--- config.mk ---
export PLATFORM = sky130hd
export DESIGN_NAME = linear_key_value_table_flat
export DESIGN_NICKNAME = d
export VERILOG_FILES = /design/src/rtl/core/lkv_pkg.sv /design/src/rtl/core/lkv_if.sv /design/src/rtl/core/linear_key_value_table.sv /design/src/flat_wrapper.sv
export SDC_FILE = /design/constraint.sdc
export NUM_CORES = 2
export LEC_CHECK = 0
export CAP_MARGIN = 0
export CORE_MARGIN = 10
export CORE_UTILIZATION = 44
export CTS_CLUSTER_DIAMETER = 80
export DETAILED_ROUTE_END_ITERATION = 6
export DONT_BUFFER_PORTS = 1
export PLACE_DENSITY = 0.59
export SKIP_LAST_GASP = 1
export SYNTH_ARGS = -nofsm -noshare
export SYNTH_HDL_FRONTEND = slang
export SYNTH_SLANG_ARGS = --single-unit
--- constraint.sdc ---
create_clock -name i_clk -period 23.6 [get_ports i_clk]
set_input_delay 7.08 -clock i_clk [delete_from_list [all_inputs] [get_ports i_clk]]
set_output_delay 7.08 -clock i_clk [all_outputs]
set_load 0.01 [all_outputs]
--- src/rtl/core/lkv_pkg.sv ---
// Package for the linear key/value table: sizes, command and status codes, result type.
`default_nettype none

package lkv_pkg;

    // Table geometry
    localparam int DEPTH       = 64;
    localparam int IDX_W       = $clog2(DEPTH);
    localparam int CNT_W       = IDX_W + 1;
    localparam int KEY_WIDTH   = 32;
    localparam int VALUE_WIDTH = 32;

    // Field widths on the channels
    localparam int CMD_W     = 3;
    localparam int INDEX_W   = 7;
    localparam int WORD_W    = 32;
    localparam int STATUS_W  = 2;
    localparam int FOUND_W   = 6;
    localparam int ECOUNT_W  = 7;

    typedef logic [CMD_W-1:0]    t_cmd;
    typedef logic [STATUS_W-1:0] t_status;

    localparam t_cmd CMD_APPEND    = 3'd0;
    localparam t_cmd CMD_INSERT    = 3'd1;
    localparam t_cmd CMD_FIND_KEY  = 3'd2;
    localparam t_cmd CMD_FIND_VAL  = 3'd3;
    localparam t_cmd CMD_READ      = 3'd4;
    localparam t_cmd CMD_WRITE_KEY = 3'd5;
    localparam t_cmd CMD_WRITE_VAL = 3'd6;

    localparam t_status ST_OK        = 2'd0;
    localparam t_status ST_NOT_FOUND = 2'd1;
    localparam t_status ST_BAD_INDEX = 2'd2;
    localparam t_status ST_FULL      = 2'd3;

    typedef struct packed {
        t_status              status;
        logic [FOUND_W-1:0]   found_index;
        logic [WORD_W-1:0]    found_key;
        logic [WORD_W-1:0]    found_value;
        logic [ECOUNT_W-1:0]  entry_count;
    } t_result;

    // Build a result word from table-side values
    function automatic t_result mk_res(
        input t_status                status,
        input logic [IDX_W-1:0]       idx,
        input logic [KEY_WIDTH-1:0]   key,
        input logic [VALUE_WIDTH-1:0] value,
        input logic [CNT_W-1:0]       count
    );
        t_result res;
        res.status      = status;
        res.found_index = FOUND_W'(idx);
        res.found_key   = WORD_W'(key);
        res.found_value = WORD_W'(value);
        res.entry_count = ECOUNT_W'(count);
        return res;
    endfunction

endpackage

`default_nettype wire

--- src/rtl/core/lkv_if.sv ---
// Channel interfaces of the linear key/value table: command in, result out.
`default_nettype none

interface lkv_cmd_if;
    logic                      valid;
    logic                      ready;
    logic [lkv_pkg::CMD_W-1:0]   cmd;
    logic [lkv_pkg::INDEX_W-1:0] index;
    logic [lkv_pkg::WORD_W-1:0]  key;
    logic [lkv_pkg::WORD_W-1:0]  value;

    modport source (output valid, cmd, index, key, value, input ready);
    modport sink   (input valid, cmd, index, key, value, output ready);
endinterface

interface lkv_res_if;
    logic                         valid;
    logic                         ready;
    logic [lkv_pkg::STATUS_W-1:0] status;
    logic [lkv_pkg::FOUND_W-1:0]  found_index;
    logic [lkv_pkg::WORD_W-1:0]   found_key;
    logic [lkv_pkg::WORD_W-1:0]   found_value;
    logic [lkv_pkg::ECOUNT_W-1:0] entry_count;

    modport source (output valid, status, found_index, found_key, found_value, entry_count,
                    input ready);
    modport sink   (input valid, status, found_index, found_key, found_value, entry_count,
                    output ready);
endinterface

`default_nettype wire

--- src/rtl/core/linear_key_value_table.sv ---
// Linear key/value table: key and value memories, fill count and command sequencer.
//
//  channel  dir  payload                                              accept
//  i_cmd    in   cmd, index, key, value                               valid & ready
//  o_res    out  status, found_index, found_key, found_value, count   valid & ready
//
// One command at a time. Append, errors and unused codes go straight to S_DONE;
// read/write pass through S_RW, a search through S_SCAN and an insert through S_INS
// first, where the memories give one entry per cycle. S_DONE hands the result word
// to the output register when free, and a new command can then be taken at once.
// Reset empties the table (fill count zero); the memories are not cleared.
// A waiting result sits in the output register and does not block the next command.
`default_nettype none

module linear_key_value_table (
    input  wire         i_clk,
    input  wire         i_rst_n,
    lkv_cmd_if.sink     i_cmd,
    lkv_res_if.source   o_res
);

    localparam logic [2:0] S_IDLE = 3'd0;
    localparam logic [2:0] S_INS  = 3'd1;
    localparam logic [2:0] S_SCAN = 3'd2;
    localparam logic [2:0] S_RW   = 3'd3;
    localparam logic [2:0] S_DONE = 3'd4;

    localparam int IW = lkv_pkg::IDX_W;
    localparam int CW = lkv_pkg::CNT_W;
    localparam int KW = lkv_pkg::KEY_WIDTH;
    localparam int VW = lkv_pkg::VALUE_WIDTH;

    // Storage
    logic [KW-1:0] key_mem [lkv_pkg::DEPTH];
    logic [VW-1:0] val_mem [lkv_pkg::DEPTH];
    logic [KW-1:0] r_rd_key;
    logic [VW-1:0] r_rd_val;

    logic [IW-1:0] mem_raddr;
    logic [IW-1:0] mem_waddr;
    logic          mem_wkey_en;
    logic          mem_wval_en;
    logic [KW-1:0] mem_wkey;
    logic [VW-1:0] mem_wval;

    // Control and payload registers
    logic [2:0]             r_state, n_state;
    logic [CW-1:0]          r_count, n_count;
    logic                   r_out_valid, n_out_valid;
    logic [IW-1:0]          r_ptr, n_ptr;
    logic                   r_pend, n_pend;
    logic [IW-1:0]          r_idx, n_idx;
    lkv_pkg::t_cmd          r_cmd, n_cmd;
    logic [KW-1:0]          r_key, n_key;
    logic [VW-1:0]          r_val, n_val;
    lkv_pkg::t_result       r_res, n_res;
    lkv_pkg::t_result       r_out, n_out;

    logic          acc;
    logic          full;
    logic [KW-1:0] in_key;
    logic [VW-1:0] in_val;
    logic [IW-1:0] in_idx;
    logic          hit;
    logic [IW-1:0] ptr_dec;
    logic [KW-1:0] rw_key;
    logic [VW-1:0] rw_val;

    assign i_cmd.ready = (r_state == S_IDLE);
    assign acc         = i_cmd.valid && i_cmd.ready;
    assign full        = (r_count == CW'(lkv_pkg::DEPTH));
    assign in_key      = KW'(i_cmd.key);
    assign in_val      = VW'(i_cmd.value);
    assign in_idx      = i_cmd.index[IW-1:0];
    assign ptr_dec     = r_ptr - IW'(1);
    assign hit         = (r_cmd == lkv_pkg::CMD_FIND_KEY) ? (r_rd_key == r_key)
                                                          : (r_rd_val == r_val);

    assign o_res.valid       = r_out_valid;
    assign o_res.status      = r_out.status;
    assign o_res.found_index = r_out.found_index;
    assign o_res.found_key   = r_out.found_key;
    assign o_res.found_value = r_out.found_value;
    assign o_res.entry_count = r_out.entry_count;

    always_comb begin
        n_state     = r_state;
        n_count     = r_count;
        n_out_valid = r_out_valid && !o_res.ready;
        n_ptr       = r_ptr;
        n_pend      = r_pend;
        n_idx       = r_idx;
        n_cmd       = r_cmd;
        n_key       = r_key;
        n_val       = r_val;
        n_res       = r_res;
        n_out       = r_out;
        mem_raddr   = r_ptr;
        mem_waddr   = r_idx;
        mem_wkey_en = 1'b0;
        mem_wval_en = 1'b0;
        mem_wkey    = r_key;
        mem_wval    = r_val;
        rw_key      = r_rd_key;
        rw_val      = r_rd_val;

        case (r_state)
            S_IDLE: begin
                if (acc) begin
                    n_cmd   = i_cmd.cmd;
                    n_key   = in_key;
                    n_val   = in_val;
                    n_idx   = in_idx;
                    n_state = S_DONE;
                    case (i_cmd.cmd)
                        lkv_pkg::CMD_APPEND: begin
                            if (full) begin
                                n_res = lkv_pkg::mk_res(lkv_pkg::ST_FULL, '0, '0, '0, r_count);
                            end else begin
                                mem_waddr   = r_count[IW-1:0];
                                mem_wkey    = in_key;
                                mem_wval    = in_val;
                                mem_wkey_en = 1'b1;
                                mem_wval_en = 1'b1;
                                n_count     = r_count + CW'(1);
                                n_res       = lkv_pkg::mk_res(lkv_pkg::ST_OK, r_count[IW-1:0],
                                                              in_key, in_val, n_count);
                            end
                        end
                        lkv_pkg::CMD_INSERT: begin
                            if (32'(i_cmd.index) > 32'(r_count)) begin
                                n_res = lkv_pkg::mk_res(lkv_pkg::ST_BAD_INDEX, '0, '0, '0,
                                                        r_count);
                            end else if (full) begin
                                n_res = lkv_pkg::mk_res(lkv_pkg::ST_FULL, '0, '0, '0, r_count);
                            end else begin
                                // Shift from the top down; the read runs one entry ahead
                                n_ptr     = r_count[IW-1:0];
                                n_pend    = (r_count[IW-1:0] != in_idx);
                                mem_raddr = r_count[IW-1:0] - IW'(1);
                                n_state   = S_INS;
                            end
                        end
                        lkv_pkg::CMD_FIND_KEY, lkv_pkg::CMD_FIND_VAL: begin
                            if (r_count == '0) begin
                                n_res = lkv_pkg::mk_res(lkv_pkg::ST_NOT_FOUND, '0, '0, '0,
                                                        r_count);
                            end else begin
                                n_ptr     = '0;
                                mem_raddr = '0;
                                n_state   = S_SCAN;
                            end
                        end
                        lkv_pkg::CMD_READ, lkv_pkg::CMD_WRITE_KEY, lkv_pkg::CMD_WRITE_VAL: begin
                            if (32'(i_cmd.index) >= 32'(r_count)) begin
                                n_res = lkv_pkg::mk_res(lkv_pkg::ST_BAD_INDEX, '0, '0, '0,
                                                        r_count);
                            end else begin
                                mem_raddr = in_idx;
                                n_state   = S_RW;
                            end
                        end
                        default: begin
                            n_res = lkv_pkg::mk_res(lkv_pkg::ST_OK, '0, '0, '0, r_count);
                        end
                    endcase
                end
            end

            S_INS: begin
                if (r_pend) begin
                    // Move the entry below up one place and fetch the next one down
                    mem_waddr   = r_ptr;
                    mem_wkey    = r_rd_key;
                    mem_wval    = r_rd_val;
                    mem_wkey_en = 1'b1;
                    mem_wval_en = 1'b1;
                    mem_raddr   = ptr_dec - IW'(1);
                    n_ptr       = ptr_dec;
                    n_pend      = (ptr_dec != r_idx);
                end else begin
                    mem_waddr   = r_idx;
                    mem_wkey_en = 1'b1;
                    mem_wval_en = 1'b1;
                    n_count     = r_count + CW'(1);
                    n_res       = lkv_pkg::mk_res(lkv_pkg::ST_OK, r_idx, r_key, r_val,
                                                  n_count);
                    n_state     = S_DONE;
                end
            end

            S_SCAN: begin
                if (hit) begin
                    n_res   = lkv_pkg::mk_res(lkv_pkg::ST_OK, r_ptr, r_rd_key, r_rd_val,
                                              r_count);
                    n_state = S_DONE;
                end else if (CW'(r_ptr) + CW'(1) == r_count) begin
                    n_res   = lkv_pkg::mk_res(lkv_pkg::ST_NOT_FOUND, '0, '0, '0, r_count);
                    n_state = S_DONE;
                end else begin
                    n_ptr     = r_ptr + IW'(1);
                    mem_raddr = r_ptr + IW'(1);
                end
            end

            S_RW: begin
                if (r_cmd == lkv_pkg::CMD_WRITE_KEY) begin
                    mem_wkey_en = 1'b1;
                    rw_key      = r_key;
                end
                if (r_cmd == lkv_pkg::CMD_WRITE_VAL) begin
                    mem_wval_en = 1'b1;
                    rw_val      = r_val;
                end
                n_res   = lkv_pkg::mk_res(lkv_pkg::ST_OK, r_idx, rw_key, rw_val, r_count);
                n_state = S_DONE;
            end

            S_DONE: begin
                // Hand the word to the output register once it is free
                if (!r_out_valid || o_res.ready) begin
                    n_out       = r_res;
                    n_out_valid = 1'b1;
                    n_state     = S_IDLE;
                end
            end

            default: begin
                n_state = S_IDLE;
            end
        endcase
    end

    always_ff @(posedge i_clk) begin
        if (!i_rst_n) begin
            r_state     <= S_IDLE;
            r_count     <= '0;
            r_out_valid <= 1'b0;
            r_pend      <= 1'b0;
        end else begin
            r_state     <= n_state;
            r_count     <= n_count;
            r_out_valid <= n_out_valid;
            r_pend      <= n_pend;
        end
    end

    always_ff @(posedge i_clk) begin
        r_ptr <= n_ptr;
        r_idx <= n_idx;
        r_cmd <= n_cmd;
        r_key <= n_key;
        r_val <= n_val;
        r_res <= n_res;
        r_out <= n_out;
    end

    always_ff @(posedge i_clk) begin
        if (mem_wkey_en) begin
            key_mem[mem_waddr] <= mem_wkey;
        end
        if (mem_wval_en) begin
            val_mem[mem_waddr] <= mem_wval;
        end
        r_rd_key <= key_mem[mem_raddr];
        r_rd_val <= val_mem[mem_raddr];
    end

endmodule

`default_nettype wire
--- src/flat_wrapper.sv ---
// flat-port wrapper written by rule: the top's interface ports become plain ports
module linear_key_value_table_flat 
  (i_clk, i_rst_n, i_cmd_valid, i_cmd_cmd, i_cmd_index, i_cmd_key, i_cmd_value, i_cmd_ready, o_res_valid, o_res_status, o_res_found_index, o_res_found_key, o_res_found_value, o_res_entry_count, o_res_ready);
  lkv_cmd_if i_cmd_i ();
  lkv_res_if o_res_i ();
  input  wire i_clk;
  input  wire i_rst_n;
  input wire logic [$bits(i_cmd_i.valid)-1:0] i_cmd_valid;
  input wire logic [$bits(i_cmd_i.cmd)-1:0] i_cmd_cmd;
  input wire logic [$bits(i_cmd_i.index)-1:0] i_cmd_index;
  input wire logic [$bits(i_cmd_i.key)-1:0] i_cmd_key;
  input wire logic [$bits(i_cmd_i.value)-1:0] i_cmd_value;
  output wire logic [$bits(i_cmd_i.ready)-1:0] i_cmd_ready;
  output wire logic [$bits(o_res_i.valid)-1:0] o_res_valid;
  output wire logic [$bits(o_res_i.status)-1:0] o_res_status;
  output wire logic [$bits(o_res_i.found_index)-1:0] o_res_found_index;
  output wire logic [$bits(o_res_i.found_key)-1:0] o_res_found_key;
  output wire logic [$bits(o_res_i.found_value)-1:0] o_res_found_value;
  output wire logic [$bits(o_res_i.entry_count)-1:0] o_res_entry_count;
  input wire logic [$bits(o_res_i.ready)-1:0] o_res_ready;
  assign i_cmd_i.valid = i_cmd_valid;
  assign i_cmd_i.cmd = i_cmd_cmd;
  assign i_cmd_i.index = i_cmd_index;
  assign i_cmd_i.key = i_cmd_key;
  assign i_cmd_i.value = i_cmd_value;
  assign i_cmd_ready = i_cmd_i.ready;
  assign o_res_valid = o_res_i.valid;
  assign o_res_status = o_res_i.status;
  assign o_res_found_index = o_res_i.found_index;
  assign o_res_found_key = o_res_i.found_key;
  assign o_res_found_value = o_res_i.found_value;
  assign o_res_entry_count = o_res_i.entry_count;
  assign o_res_i.ready = o_res_ready;
  linear_key_value_table u_core (.i_clk(i_clk), .i_rst_n(i_rst_n), .i_cmd(i_cmd_i), .o_res(o_res_i));
endmodule
Word-level counts from Yosys, hierarchy flattened. Memory sizes are Yosys's and may differ from the RTL's. A register that Yosys moved wholly into a read port is not among the register bits. Index checks and enable logic that the tools add are counted.

Add/subtract/negate cells: 6. Order comparisons: 2. Eq/ne operators: 34. Multiplexer cells: 80. Reduce and logical (&&, ||, !) cells: 20.

Operators by type and width (number): 2-to-1 mux 79 bit (9); case mux 79 bit (4 select lines) (2); 2-to-1 mux 32 bit (10); case mux 32 bit (2 select lines) (2); 2-to-1 mux 6 bit (16); equality test 32 bit (2); case mux 6 bit (3 select lines) (3); 2-to-1 mux 7 bit (4); 2-to-1 mux 3 bit (9); case mux 6 bit (2 select lines) (2); equality test 3 bit (second input constant) (6); subtractor 6 x 1 -> 6 bit (second input constant) (3); 2-to-1 mux 1 bit (17); equality test 3 x 2 -> 1 bit (second input constant) (5); inequality test 3 bit (second input constant) (5); case mux 3 bit (5 select lines) (1); case mux 7 bit (2 select lines) (1); inequality test 2 bit (second input constant) (6); inequality test 6 bit (2); AND reduction 5 bit (2); case mux 3 bit (3 select lines) (1); adder 6 x 1 -> 7 bit (second input constant) (1); adder 7 x 1 -> 7 bit (second input constant) (1); equality test 7 bit (1); 24 further kinds (31).

Flip-flop bits (word level): 249. Bits in writable memories: 4096. Bits of input ports: 78. Logic and storage cells: 163. Memories kept: 2.

Memory list: u_core.key_mem (depth 64, width 32, rd ports 1, clocked after memory_dff 1, write ports 1, RTL line linear_key_value_table.sv:34) `logic [KW-1:0] key_mem [lkv_pkg::DEPTH];`; u_core.val_mem (depth 64, width 32, rd ports 1, clocked after memory_dff 1, write ports 1, RTL line linear_key_value_table.sv:35) `logic [VW-1:0] val_mem [lkv_pkg::DEPTH];`.

Depth between registers and ports, before layout.
Word-level depth: 7. Gate-level depth with buffers: 22. Depth with buffers taken out: 15.

Least setup slack after synthesis. Ideal clock, no wire load.

Path type: input-to-reg. Start: in i_cmd_index[6]. End: reg u_core.r_res[0] in the netlist's numbering, enable pin. Data arrival time: 12.045 ns. Path slack: 11.028 ns. Cell stages on the path: 9. Path buffers: 0. Path through: ha_1 > nand2_1 > o21ai_0 > o21ai_0 > nand2_1 > nor2_1 > o21ai_0 > nand2b_1 > nor2b_1.

Longest elaborated chain between the ends: 3. Elaborated cells between the ends (all ways): 5. Classes of those cells: order compare: 2; eq/ne: 2; reduce/logical: 1.

RTL lines: start, declared (RTL line flat_wrapper.sv:10) `input wire logic [$bits(i_cmd_i.index)-1:0] i_cmd_index;`; > comparator 7 bit / >= comparator 7 bit (equally long branches) (RTL line linear_key_value_table.sv:131, linear_key_value_table.sv:155); inequality test 4 bit (no line) / inequality test 3 bit (equally long branches); AND reduction 7 bit (no line) (*); end signal, assigned (RTL line linear_key_value_table.sv:254) `r_res <= n_res;`; end, declared (RTL line linear_key_value_table.sv:56) `lkv_pkg::t_result r_res, n_res;`.

Mark *: on every way between the ends. The rest lies on a longest branch, timed or not. A chain may end at the register's enable or synchronous reset.

Worst setup path after layout.
Start: in i_cmd_valid. End: reg u_core.r_rd_key[2], read port of u_core.key_mem.

Longest elaborated chain between the ends: 3.

RTL lines: start, declared (RTL line flat_wrapper.sv:8) `input wire logic [$bits(i_cmd_i.valid)-1:0] i_cmd_valid;`; logical AND 1 bit (RTL line linear_key_value_table.sv:70) `assign acc = i_cmd.valid && i_cmd.ready;`; 2-to-1 mux 6 bit (RTL line linear_key_value_table.sv:109) `if (acc) begin`; case mux 6 bit (3 select lines) (RTL line linear_key_value_table.sv:107) `case (r_state)`; end, declared (RTL line linear_key_value_table.sv:36) `logic [KW-1:0] r_rd_key;`.

No other way between the ends.

==> run metrics <==
drt first-iter violations=~19k; number of detailed-route iterations in the first pass=7; Setup Fix Bufs, Post-CTS=0; Critical Path AT=between 10 and 15 ns; Syn Area/Cell=~15 um^2; DP HPWL=325 mm; first-pass GRT wire length=803 mm; Post-Syn Instances=11.1k; Sequential Area=0.132 mm^2; Initial Util=0.442; GRT Util Overall=0.272; clock buffer depth=4; Worst-Skew Late Latency=1.01 ns; Final setup viols=0; Slew Limit Fails=3; drt wl/cell=roughly 35 um; final wirelength=between 500 and 600 mm; Max VDD drop=78.7 uV; die area=0.416 mm^2; synth warn=0; total number of vias=107k; status=finished with violations; P&R area growth vs syn=12.7%; Clock Sink Count=around 4.4k; Site Rows=229; Core Box Area=approximately 0.39 mm^2; Final Hold Fails=0; Synth cell types=92; Post-DRT Antenna Nets=0; CTS Hold Buffers Added=0; Fin Setup TNS=0 ns; fin crit share=0.584; Fillers=around 32k; async set-or-reset flop fraction in the synthesized netlist=0; Reg clk slew, reported paths=0.06 ns; Root Buffer=clkbuf_16; critical path type=input port to flop; # IOs=159; share of cells above drive strength 1=0.129; post-synthesis register bit count=~4.4k; failing checks=design-rule violations, max-capacitance violations, max-slew violations; Post-Syn Nets=11.2k; DRC violation count after routing=29; Setup crit start kind=input port; number of synthesized flops with an enable pin=4,333; fmax=just over 70 MHz; Nets=roughly 11k; ys flop type=edfxtp_1; Num CTS Buffers=435; Slew @ Worst Pin=between 1.5 and 2 ns; initial antenna violation count=47; grt ovf=0; Die Span Y=645 um; sequential-to-total area share from yosys stat=0.766; Port Buf Inserts=0; Final GP Congestion=0.894; RSZ-0062 raised after global routing=false; crit path capture type=flop; required time of the critical path=24.46 ns; via/cell ratio=6.34; Multi-input gate area=0.0384 mm^2; vias in the first global route=99.8k; Clock Skew=0.0783 ns; largest net degree at the start of global routing=roughly 180; TritonCTS clock tree=done; Slew HR=-0.0690; mapped cell area=0.172 mm^2; Pleak=0.0630 uW; max-cap viol count=2; Crit Path Max Fanout=66; PwrDens=a little over 100 mW/mm^2; clock period minus worst slack=13.79 ns; chip width=645 um; H-Tree Depth=5; final core occ=0.498; Worst Hold Class=flop to flop; post-CTS sizing=0
metal layers:
layer | vias up | routed length, um | track usage
li1 | 43170 | - | -
met4 | 16 | 23100 | 0.0962
met5 | - | 158 | 0
met3 | 1185 | 83400 | 0.0817
met2 | 7712 | 259000 | 0.408
met1 | 54844 | 222000 | 0.379
cells in the final DEF (no fill, tap or decap), types with 41 or more instances in the layout:
cell type / netlist / routed
edfxtp_1: 4333 / 4333
nand2_1: 2394 / 2311
nand3_1: 609 / 601
mux2i_1: 487 / 487
clkbuf_16: 0 / 443
a21oi_1: 431 / 428
buf_4: 53 / 351
mux4_2: 232 / 232
a31oi_1: 226 / 226
o22ai_1: 169 / 169
a32oi_1: 160 / 160
nor2_4: 1 / 139
clkbuf_1: 314 / 116
nand4_1: 112 / 112
o21ai_0: 114 / 109
nor2_1: 248 / 105
a22oi_1: 104 / 104
clkinv_1: 0 / 87
nand2_2: 3 / 80
clkinv_2: 1 / 80
dfxtp_1: 76 / 76
inv_1: 64 / 64
xnor2_1: 58 / 58
nor4_1: 62 / 56
a222oi_1: 46 / 46
xor2_1: 42 / 42
and3_1: 43 / 41
kinds of logic after synthesis:
kind of cell | after synthesis | synth area share
xor gates and xnor gates | 100 | 0.00509
DFF | 4409 | 0.766
and+or+nand+nor | 3641 | 0.0901
buffers and inverters | 736 | 0.0200
muxes | 727 | 0.0593
adders and majority gates | 16 | 0.00116
AOI/OAI and AO/OA | 1514 | 0.0588
per-stage QoR:
stage,setup slack (ns),area [um^2],total power [uW],std cells,hold WS [ns]
final,9.81,194000,19700,16871,0.417
after floorplan,11.03,172000,11300,11143,0.400
after global routing,9.50,194000,20200,16853,0.422
after detailed placement,9.12,180000,12800,16034,0.405
after global placement,9.14,180000,12800,16028,0.400
after CTS,10.20,194000,19600,16851,0.416
path summary, 6_finish.rpt:
check / start / end / slack (ns) / depth (start not counted)
worst max-delay path: i_cmd_valid / u_core.r_rd_key[2] / 9.81 / 17
worst min-delay path: u_core.r_res[28] / u_core.o_res.found_value[21] / 0.42 / 0
worst max register to register: u_core.r_state[0] / u_core.r_rd_key[2] / 14.80 / 19
worst min register to register: u_core.r_res[28] / u_core.o_res.found_value[21] / 0.42 / 0
critical path: stages:
cell	delay (ns)
nand2_2	0.10
clkinv_2	0.63
buf_4	0.60
nand2_1	0.16
a2bb2oi_1	0.22
a21o_1	0.19
o211ai_1	0.16
nand4_1	0.15
buf_4	0.47
o21a_4	0.68
buf_4	0.77
buf_4	0.88
mux2i_1	0.30
o22ai_1	0.09
o21ai_0	1.23
o311ai_1	0.34
or3_1	0.42
cell usage after synthesis (12+ instances only):
master	instances	area [um^2]
dfxtp_1	76	1520
o211a_1	21	210
a21oi_1	431	2160
nor4_1	62	388
edfxtp_1	4333	130000
nand2_1	2394	8990
o22ai_1	169	1060
a221oi_1	22	193
mux4_2	232	5230
a222oi_1	46	460
buf_2	210	1050
xnor2_1	58	508
nand2b_1	15	93.8
o21ai_1	15	75.1
mux2i_1	487	4870
nor2_1	248	931
o21ai_0	114	571
nand3_1	609	3050
a22oi_1	104	781
a311oi_1	12	105
nand4_1	112	701
ha_1	16	200
buf_1	65	244
a31oi_1	226	1410
or4_1	36	270
a32oi_1	160	1400
o2111ai_1	30	263
o211ai_1	18	135
a211oi_1	38	285
clkbuf_1	314	1180
o221ai_1	17	149
xor2_1	42	368
nor3_1	33	165
buf_6	25	282
buf_4	53	398
inv_1	64	240
or3_1	37	231
and3_1	43	269
a221o_1	13	130
and2_1	15	93.8
sequential cells by signal, summed over array words and instances (netlist names), 6 cells and up:
signal	count
u_core.o_res.found_key	32
u_core.r_res	79
u_core.r_key	32
u_core.val_mem	2048
u_core.key_mem	2048
u_core.r_val	32
u_core.o_res.found_index	6
u_core.o_res.entry_count	7
u_core.r_idx	6
u_core.r_rd_key	32
u_core.r_count	7
u_core.r_rd_val	32
u_core.o_res.found_value	32
u_core.r_ptr	6
final cells by class:
type / instances / share of cell area
well taps: 5197 / 0.0336
repair buffers: 364 / 0.0148
clock inverters: 240 / 0.0118
flip-flops and latches: 4409 / 0.679
multi-input cells: 5998 / 0.198
diodes: 19 / 0.000245
inverters: 67 / 0.00132
clock buffers: 577 / 0.0607
power by group:
group          switching (uW)  leakage (uW)  total, uW  internal, uW
clock                    2970       0.00687       6890          3920
combinational            2710        0.0164       3700           995
sequential                254        0.0398       9110          8850
Note: power is estimated with default switching activity, not from simulation.
